[config.mk]
export PLATFORM = sky130hd
export DESIGN_NAME = free_block_bitmap_allocator_top
export DESIGN_NICKNAME = d
export VERILOG_FILES = /design/src/hdl/fbba_pkg.sv /design/src/hdl/free_block_bitmap_allocator_top.sv /design/src/hdl/fbba_ram.sv /design/src/hdl/fbba_summary.sv
export VERILOG_INCLUDE_DIRS = /design/src /design/src/hdl
export SDC_FILE = /design/constraint.sdc
export NUM_CORES = 2
export LEC_CHECK = 0
export BUFFER_PORTS_ARGS = -buffer_cell sky130_fd_sc_hd__clkbuf_2
export CORE_ASPECT_RATIO = 1.2
export CORE_UTILIZATION = 50
export DETAILED_ROUTE_END_ITERATION = 6
export GPL_ROUTABILITY_DRIVEN = 0
export HOLD_SLACK_MARGIN = 0.02
export PLACE_DENSITY = 0.65
export SLEW_MARGIN = 20
export SYNTH_ARGS = -nofsm -noshare
export SYNTH_HDL_FRONTEND = slang
export SYNTH_SLANG_ARGS = --single-unit
[constraint.sdc]
create_clock -name clk -period 15 [get_ports clk]
set_input_delay 1.5 -clock clk [delete_from_list [all_inputs] [get_ports clk]]
set_output_delay 1.5 -clock clk [all_outputs]
set_load 0.02 [all_outputs]
[src/hdl/free_block_bitmap_allocator_top_macros.svh]
// Assertion macros for the free block bitmap allocator.
`ifndef FREE_BLOCK_BITMAP_ALLOCATOR_TOP_MACROS_SVH
`define FREE_BLOCK_BITMAP_ALLOCATOR_TOP_MACROS_SVH
`ifndef SYNTHESIS
`define FBBA_ASSERT(lbl, prop) \
	lbl: assert property (@(posedge clk) disable iff (!arst_n) (prop)) \
		else $error("fbba: assertion failed");
`define FBBA_ASSERT_NEXT(lbl, ante, cons) \
	lbl: assert property (@(posedge clk) disable iff (!arst_n) (ante) |=> (cons)) \
		else $error("fbba: assertion failed");
`else
`define FBBA_ASSERT(lbl, prop)
`define FBBA_ASSERT_NEXT(lbl, ante, cons)
`endif
`endif

[src/hdl/fbba_pkg.sv]
`default_nettype none
package fbba_pkg;
	localparam int BLOCK_COUNT_DEF = 1024;
	localparam int WORD_BITS_DEF = 64;

	localparam int OP_W = 2;
	localparam int BLOCK_W = 10;
	localparam int COUNT_W = 11;

	localparam logic [OP_W-1:0] OP_ALLOCATE = 2'd0;
	localparam logic [OP_W-1:0] OP_FREE = 2'd1;
	localparam logic [OP_W-1:0] OP_QUERY = 2'd2;

	localparam logic STATUS_OK = 1'b0;
	localparam logic STATUS_FULL = 1'b1;

	// Blocks 0 and 1 are in use on a freshly formatted disk.
	localparam logic [7:0] RESET_WORD0 = 8'h03;

	typedef struct packed {
		logic [OP_W-1:0] operation;
		logic [BLOCK_W-1:0] block_number;
	} req_item_t;

	typedef struct packed {
		logic [BLOCK_W-1:0] allocated_block;
		logic status;
		logic [COUNT_W-1:0] used_count;
	} rsp_item_t;

	typedef struct packed {
		logic start;
		logic upd;
		logic upd_full;
	} scan_ctl_t;

	typedef struct packed {
		logic done;
		logic found;
	} scan_stat_t;
endpackage
`default_nettype wire

[src/hdl/free_block_bitmap_allocator_top.sv]
// First-fit block allocator over an occupancy bitmap held in a synchronous RAM of
// WORD_BITS-bit words, with one "word full" flag per word kept in flip-flops. After
// reset a clearing pass writes each of the WORD_TOTAL RAM words (16 at the defaults)
// before the first item is taken; blocks 0 and 1 come up in use. An allocate scans the
// full flags in groups of up to 32 words (one group at the defaults) until a free word
// is found, then does a single read-modify-write of the chosen word. One item is in
// work at a time, and the result sits in an output register so the next item can be
// taken while it waits.
`default_nettype none
`include "free_block_bitmap_allocator_top_macros.svh"
module free_block_bitmap_allocator_top #(
	parameter int BLOCK_COUNT = fbba_pkg::BLOCK_COUNT_DEF,
	parameter int WORD_BITS = fbba_pkg::WORD_BITS_DEF
) (
	input wire logic clk,
	input wire logic arst_n,
	input wire logic req_valid,
	output logic req_ready,
	input wire fbba_pkg::req_item_t req,
	output logic rsp_valid,
	input wire logic rsp_ready,
	output fbba_pkg::rsp_item_t rsp
);
	localparam int WORD_TOTAL = (BLOCK_COUNT + WORD_BITS - 1) / WORD_BITS;
	localparam int WIDX_W = (WORD_TOTAL > 1) ? $clog2(WORD_TOTAL) : 1;
	localparam int OFF_W = $clog2(WORD_BITS);
	localparam int BIDX_W = $clog2(BLOCK_COUNT);
	localparam int CNT_W = $clog2(BLOCK_COUNT + 1);
	localparam int BLOCK_W = fbba_pkg::BLOCK_W;
	localparam int EXT_W = ((BIDX_W > BLOCK_W) ? BIDX_W : BLOCK_W) + 1;
	localparam int LAST_BITS = BLOCK_COUNT - (WORD_TOTAL - 1) * WORD_BITS;
	localparam logic [WORD_BITS-1:0] LAST_MASK = {WORD_BITS{1'b1}} >> (WORD_BITS - LAST_BITS);
	localparam int DIV_SHIFT = BLOCK_W + OFF_W;
	localparam int RECIP_W = 12;
	localparam int PROD_W = BLOCK_W + RECIP_W;
	localparam int RECIP = (2 ** DIV_SHIFT + WORD_BITS - 1) / WORD_BITS;

	typedef enum logic [2:0] {
		ST_CLEAR,
		ST_IDLE,
		ST_SCAN,
		ST_AMOD,
		ST_FRD,
		ST_FMOD,
		ST_RESP
	} state_t;

	state_t state_q;
	logic [WIDX_W-1:0] clr_q;
	logic [BLOCK_W-1:0] blk_q;
	logic [WIDX_W-1:0] q_q;
	logic [OFF_W-1:0] r_q;
	logic [WIDX_W-1:0] w_q;
	logic [CNT_W-1:0] cnt_q;
	logic [BIDX_W-1:0] res_block_q;
	logic res_status_q;
	fbba_pkg::rsp_item_t rsp_q;
	logic rsp_valid_q;

	logic accept;
	logic in_range;
	logic [PROD_W-1:0] prod;
	logic [WIDX_W-1:0] quot;
	logic [EXT_W-1:0] rem_full;
	logic [WORD_BITS-1:0] vmask;
	logic [WORD_BITS-1:0] avail;
	logic [OFF_W-1:0] apos;
	logic afound;
	logic [WORD_BITS-1:0] aword;
	logic afull;
	logic [BIDX_W-1:0] grant_idx;
	logic fbit;
	logic [WORD_BITS-1:0] fword;

	logic ram_we;
	logic [WIDX_W-1:0] ram_waddr;
	logic [WORD_BITS-1:0] ram_wdata;
	logic [WIDX_W-1:0] ram_raddr;
	logic [WORD_BITS-1:0] rdata;

	fbba_pkg::scan_ctl_t scan_ctl;
	fbba_pkg::scan_stat_t scan_stat;
	logic [WIDX_W-1:0] upd_word;
	logic [WIDX_W-1:0] scan_word;

	assign req_ready = (state_q == ST_IDLE);
	assign accept = req_valid && req_ready;
	assign rsp_valid = rsp_valid_q;
	assign rsp = rsp_q;

	// Word index of a freed block by reciprocal multiplication, exact for 10-bit numbers.
	always_comb begin
		in_range = EXT_W'(req.block_number) < EXT_W'(BLOCK_COUNT);
		prod = PROD_W'(req.block_number) * PROD_W'(RECIP);
		quot = WIDX_W'(prod >> DIV_SHIFT);
		rem_full = EXT_W'(blk_q) - EXT_W'(q_q) * EXT_W'(WORD_BITS);
	end

	always_comb begin
		vmask = (w_q == WIDX_W'(WORD_TOTAL - 1)) ? LAST_MASK : '1;
		avail = rdata | ~vmask;
		apos = '0;
		afound = 1'b0;
		for (int i = WORD_BITS - 1; i >= 0; i--) begin
			if (!avail[i]) begin
				apos = OFF_W'(i);
				afound = 1'b1;
			end
		end
		aword = rdata | (WORD_BITS'(1) << apos);
		afull = &(aword | ~vmask);
		grant_idx = BIDX_W'(EXT_W'(w_q) * EXT_W'(WORD_BITS) + EXT_W'(apos));
		fbit = rdata[r_q];
		fword = rdata & ~(WORD_BITS'(1) << r_q);
	end

	always_comb begin
		ram_we = 1'b0;
		ram_waddr = q_q;
		ram_wdata = fword;
		unique case (state_q)
			ST_CLEAR: begin
				ram_we = 1'b1;
				ram_waddr = clr_q;
				ram_wdata = (clr_q == '0) ? WORD_BITS'(fbba_pkg::RESET_WORD0) : '0;
			end
			ST_AMOD: begin
				ram_we = 1'b1;
				ram_waddr = w_q;
				ram_wdata = aword;
			end
			ST_FMOD: begin
				ram_we = fbit;
			end
			default: begin
				ram_we = 1'b0;
			end
		endcase
		ram_raddr = (state_q == ST_SCAN) ? scan_word : q_q;

		scan_ctl.start = accept && (req.operation == fbba_pkg::OP_ALLOCATE);
		scan_ctl.upd = (state_q == ST_AMOD) || ((state_q == ST_FMOD) && fbit);
		scan_ctl.upd_full = (state_q == ST_AMOD) ? afull : 1'b0;
		upd_word = (state_q == ST_AMOD) ? w_q : q_q;
	end

	fbba_ram #(
		.DEPTH(WORD_TOTAL),
		.WIDTH(WORD_BITS),
		.AW(WIDX_W)
	) u_ram (
		.clk(clk),
		.we(ram_we),
		.waddr(ram_waddr),
		.wdata(ram_wdata),
		.raddr(ram_raddr),
		.rdata(rdata)
	);

	fbba_summary #(
		.WORD_TOTAL(WORD_TOTAL),
		.WIDX_W(WIDX_W)
	) u_summary (
		.clk(clk),
		.arst_n(arst_n),
		.ctl(scan_ctl),
		.upd_word(upd_word),
		.stat(scan_stat),
		.found_word(scan_word)
	);

	always_ff @(posedge clk or negedge arst_n) begin
		if (!arst_n) begin
			state_q <= ST_CLEAR;
			clr_q <= '0;
			cnt_q <= CNT_W'(2);
			rsp_valid_q <= 1'b0;
		end else begin
			if ((state_q == ST_RESP) && (!rsp_valid_q || rsp_ready)) begin
				rsp_valid_q <= 1'b1;
			end else if (rsp_valid_q && rsp_ready) begin
				rsp_valid_q <= 1'b0;
			end
			unique case (state_q)
				ST_CLEAR: begin
					if (clr_q == WIDX_W'(WORD_TOTAL - 1)) begin
						state_q <= ST_IDLE;
					end else begin
						clr_q <= clr_q + 1'b1;
					end
				end
				ST_IDLE: begin
					if (accept) begin
						blk_q <= req.block_number;
						q_q <= quot;
						res_block_q <= '0;
						res_status_q <= fbba_pkg::STATUS_OK;
						unique case (req.operation)
							fbba_pkg::OP_ALLOCATE: begin
								state_q <= ST_SCAN;
							end
							fbba_pkg::OP_FREE: begin
								state_q <= in_range ? ST_FRD : ST_RESP;
							end
							fbba_pkg::OP_QUERY: begin
								state_q <= ST_RESP;
							end
							default: begin
								state_q <= ST_RESP;
							end
						endcase
					end
				end
				ST_SCAN: begin
					if (scan_stat.done) begin
						if (scan_stat.found) begin
							w_q <= scan_word;
							state_q <= ST_AMOD;
						end else begin
							res_status_q <= fbba_pkg::STATUS_FULL;
							state_q <= ST_RESP;
						end
					end
				end
				ST_AMOD: begin
					cnt_q <= cnt_q + 1'b1;
					res_block_q <= grant_idx;
					state_q <= ST_RESP;
				end
				ST_FRD: begin
					r_q <= OFF_W'(rem_full);
					state_q <= ST_FMOD;
				end
				ST_FMOD: begin
					if (fbit && (cnt_q != '0)) begin
						cnt_q <= cnt_q - 1'b1;
					end
					state_q <= ST_RESP;
				end
				ST_RESP: begin
					if (!rsp_valid_q || rsp_ready) begin
						rsp_q.allocated_block <= BLOCK_W'(res_block_q);
						rsp_q.status <= res_status_q;
						rsp_q.used_count <= fbba_pkg::COUNT_W'(cnt_q);
						state_q <= ST_IDLE;
					end
				end
				default: begin
					state_q <= ST_IDLE;
				end
			endcase
		end
	end

	`FBBA_ASSERT(a_cnt_range, cnt_q <= CNT_W'(BLOCK_COUNT))
	`FBBA_ASSERT(a_full_cnt, scan_stat.found || !scan_stat.done || cnt_q == CNT_W'(BLOCK_COUNT))
	`FBBA_ASSERT(a_alloc_hit, !(state_q == ST_AMOD) || afound)
	`FBBA_ASSERT_NEXT(a_free_dec, state_q == ST_FMOD && fbit, cnt_q == $past(cnt_q) - 1'b1)
endmodule
`default_nettype wire

[src/hdl/fbba_ram.sv]
`default_nettype none
module fbba_ram #(
	parameter int DEPTH = 16,
	parameter int WIDTH = 64,
	parameter int AW = 4
) (
	input wire logic clk,
	input wire logic we,
	input wire logic [AW-1:0] waddr,
	input wire logic [WIDTH-1:0] wdata,
	input wire logic [AW-1:0] raddr,
	output logic [WIDTH-1:0] rdata
);
	logic [WIDTH-1:0] mem_q [DEPTH];
	logic [WIDTH-1:0] rdata_q;

	always_ff @(posedge clk) begin
		if (we) begin
			mem_q[waddr] <= wdata;
		end
		rdata_q <= mem_q[raddr];
	end

	assign rdata = rdata_q;
endmodule
`default_nettype wire

[src/hdl/fbba_summary.sv]
`default_nettype none
module fbba_summary #(
	parameter int WORD_TOTAL = 16,
	parameter int WIDX_W = 4
) (
	input wire logic clk,
	input wire logic arst_n,
	input wire fbba_pkg::scan_ctl_t ctl,
	input wire logic [WIDX_W-1:0] upd_word,
	output fbba_pkg::scan_stat_t stat,
	output logic [WIDX_W-1:0] found_word
);
	localparam int CH_LOG = (WORD_TOTAL >= 32) ? 5 : $clog2(WORD_TOTAL);
	localparam int CH = 2 ** CH_LOG;
	localparam int NCH = (WORD_TOTAL + CH - 1) / CH;
	localparam int CIDX_W = (NCH > 1) ? $clog2(NCH) : 1;
	localparam int POS_W = (CH > 1) ? CH_LOG : 1;
	localparam int PAD = NCH * CH;

	logic [WORD_TOTAL-1:0] full_q;
	logic active_q;
	logic [CIDX_W-1:0] chunk_q;

	logic [PAD-1:0] padded;
	logic [CH-1:0] chunk_bits;
	logic hit;
	logic [POS_W-1:0] pos;
	logic last;

	// Padding words past the end read as full so they are never chosen.
	always_comb begin
		padded = '1;
		padded[WORD_TOTAL-1:0] = full_q;
		chunk_bits = padded[int'(chunk_q) * CH +: CH];
		hit = 1'b0;
		pos = '0;
		for (int i = CH - 1; i >= 0; i--) begin
			if (!chunk_bits[i]) begin
				hit = 1'b1;
				pos = POS_W'(i);
			end
		end
		last = (int'(chunk_q) == NCH - 1);
		stat.done = active_q && (hit || last);
		stat.found = active_q && hit;
		found_word = WIDX_W'((int'(chunk_q) << CH_LOG) + int'(pos));
	end

	always_ff @(posedge clk or negedge arst_n) begin
		if (!arst_n) begin
			full_q <= '0;
			active_q <= 1'b0;
			chunk_q <= '0;
		end else begin
			if (ctl.upd) begin
				full_q[upd_word] <= ctl.upd_full;
			end
			if (ctl.start) begin
				active_q <= 1'b1;
				chunk_q <= '0;
			end else if (active_q) begin
				if (hit || last) begin
					active_q <= 1'b0;
				end else begin
					chunk_q <= chunk_q + 1'b1;
				end
			end
		end
	end
endmodule
`default_nettype wire

==> flow_summary.ini <==
[logic_synthesis]
synth_edf_count = 1077
seq_area_frac_synth_pct = 72.1
ys_types = 77
yosys.area.top_type = edfxtp_1
avgSynthCellArea_um2 = 18.5
synth_flop_cell = edfxtp_1
ys_async_sr_fraction_pct = 3.14
syn_inst = 2597
synth_warnings = 0
synth_top_area_share_pct = 67.5
syn-num-nets = 2625
synthTopCellsByArea = edfxtp_1 (67%), mux4_2 (13%), mux2i_1 (4.0%)
synth_seq_cells = 1178
syn_area_um2 = 47900

[layout]
final_core_util_pct = 56.6
final_cells = 4036
final_nets = 2709
post-route-cell-area_um2 = 53900
syn_to_final_growth_pct = 12.4
drive_gt1_share_pct = 23.8

[setup_path]
cp_slowest_cell = or4_1
path_cells = nand4_1, nor2b_1, o21ai_0, a32o_1, nor3_2, buf_4, a31oi_1, or4_1, or4_1, or4_1, o31ai_1
slowest_delay_ns = 0.95
cpMostUsedCell = or4_1
rr_startpoint = u_ram.rdata[13]$_DFF_P_
crit_arrival_ns = 5.85
crit_start = u_ram.rdata[13]$_DFF_P_
cp.required_ns = 15.60
critical_path_class = flop to flop
worst-path-buf-inv = 1
crit_family = simple AND/OR/NAND/NOR gates
cp_num_cells = 11
crit_path_start_kind = flop
end_kind = flop
worstPathMaxFanout = 18
r2r_cells = 11

[worst_hold_path]
holdPathStages = 0
hp-class = flop to flop
min_from = res_block_q[9]$_SDFFCE_PN0P_

[power]
p_seq_share_pct = 46.6
finalPower_mw = 11.3
clock_power_share_pct = 25.4
p_int_mw = 7.52
power_frac_comb_pct = 28.1
ir_worst_vdd_uv = 98.3
p_sw_share_pct = 33.2
leakagePower_nw = 17.6
powerDensity_nw_per_um2 = 209
p_sw_mw = 3.73

[drt]
wl_um = 120000
vias = 25992
drc = 5
viasPerCell = 6.44
first_pass_iters = 7
wl_per_cell_um = 29.7
final_antenna_net_count = 0
drt_iter0_drc = 3273

[clocking]
cts_buffers = 109
cts_root_buf = clkbuf_16
path_clk_slew_ns = 0.06
clkSinkCount = 1178
cts_hold_buf = 0
postCtsResizedCells = 0
cts_setup_buffers = 0
clkLatencyLatePin_ns = 0.71
htree_levels = 3
tritoncts = done
clock_path_buffers = 3

[floorplanning]
num_rows = 124
core_area_um2 = 95100
dieHeight_um = 341
initial_utilization_pct = 50.4
die_area_um2 = 97100
die_x_um = 285
io_pins = 40

[timing]
hold_slack_ns = 0.417
slew_headroom_pct = 18.0
fin_crit_ns = 5.25
fmax_mhz = 191
tightest_slew_ns = 1.23
drv_slew = 0
period_share_pct = 35.0
final_hold_viol_count = 0
rsz0062_at_grt = no
fin_ws_ns = 9.75
setup_violations = 0
tns_ns = 0
fin_worst_skew_ns = 0.0260

[placed_design]
dp_hpwl_um = 66500
pre_cts_ws_ns = 9.70
placed_cells = 3827
placed_area_um2 = 49900
port_buffers = 39

[run]
cap_violations = 0

[global_route]
antenna_found_initial = 2
grt_overflow = 0
grt_pass1_vias = 26267
grt_pass1_wl_um = 177000
grt_start_max_net_pins = 121
grt_util_all_layers_pct = 24.9

[run_status]
status = complete, but fails checks
violations = DRC
==> final timing paths <==
kind / endpoint / slack [ns]
min reg2reg: rsp[21]$_DFFE_PP_ / 0.42
max reg2reg: u_summary.full_q[15]$_DFFE_PN0P_ / 9.75
min in group asynchronous: clr_q[3]$_DFFE_PN0P_ / 0.87
max in group asynchronous: u_summary.chunk_q$_DFFE_PN0P_ / 13.73
min: rsp[21]$_DFFE_PP_ / 0.42
max: u_summary.full_q[15]$_DFFE_PN0P_ / 9.75
==> cell type report <==
| cell class | instances | area (um^2) |
|---|---|---|
| flip-flops and latches | 1178 | 34500 |
| clock inverters | 58 | 722 |
| diodes | 2 | 5.00 |
| multi-input cells | 1239 | 13000 |
| repair buffers | 117 | 838 |
| well taps | 1260 | 1580 |
| fillers | 7015 | 41300 |
| clock buffers | 146 | 3020 |
| inverters | 36 | 135 |
==> power by group through the flow <==
stage / registers [mW] / clock network [mW] / logic, mW
after floorplan: 5.10 / 0 / 2.01
after global placement: 5.26 / 0 / 3.01
after detailed placement: 5.29 / 0 / 3.10
after CTS: 5.23 / 2.90 / 3.11
after global routing: 5.27 / 3.02 / 3.37
final: 5.24 / 2.85 / 3.16
==> synthesized netlist by cell type (29+ instances only) <==
cell type and number:
nand2_1 110, mux2i_1 193, a31oi_1 44, edfxtp_1 1077, nand3_1 35, nand4_1 29
a21oi_1 148, clkbuf_1 92, dfrtp_1 36, o21ai_0 94, nor2_1 56, dfxtp_1 64
inv_1 36, mux4_2 277, buf_1 38
==> layout by cell type (no fill, tap or decap), drive strengths merged, types with 7 or more instances in the layout <==
master  Yosys  final
a21boi      8      8
a21oi     150    150
a31oi      44     44
and2        8      8
and3        9      9
and4        8      8
buf        51     77
bufinv      0     13
clkbuf     93    186
clkinv      0     34
dfrtp      36     36
dfxtp      64     64
edfxtp   1077   1077
ha         11     11
inv        36     41
mux2i     193    193
mux4      277    277
nand2     110    110
nand2b     14     14
nand3      35     35
nand4      31     31
nor2       56     56
nor2b      18     18
nor3       21     21
nor4       12     12
o211ai      9      9
o21ai      98     98
o31ai      23     23
or4         7      7
==> flip-flops by register name (all words and copies together) (netlist names) <==
| name | count |
|---|---|
| blk_q | 6 |
| clr_q | 4 |
| cnt_q | 11 |
| q_q | 4 |
| r_q | 6 |
| res_block_q | 10 |
| res_status_q | 1 |
| rsp | 22 |
| rsp_valid | 1 |
| state_q | 3 |
| u_ram.mem_q | 1024 |
| u_ram.rdata | 64 |
| u_summary.active_q | 1 |
| u_summary.chunk_q | 1 |
| u_summary.full_q | 16 |
| w_q | 4 |
==> logic make-up (layout without fill, tap and decap cells) <==
| group | count (synthesis) | after routing | share of synthesized area [%] |
|---|---|---|---|
| and+or+nand+nor | 352 | 352 | 3.79 |
| buffers and inverters | 180 | 357 | 1.46 |
| xor gates and xnor gates | 9 | 9 | 0.164 |
| AOI/OAI and AO/OA | 393 | 393 | 5.03 |
| DFF | 1178 | 1178 | 72.1 |
| adders and majority gates | 12 | 12 | 0.329 |
| muxes | 473 | 473 | 17.1 |
| other | 0 | 2 | 0 |
==> routing by layer <==
metal  global-route usage, %  vias up  wire length [um]
li1                        -    10829                 -
met1                    33.5    13509             47200
met2                    40.7     1306             58800
met3                    4.23      346              9310
met4                    9.72        2              4530
met5                       0        -                13
Power figures use the tool's default switching activity.
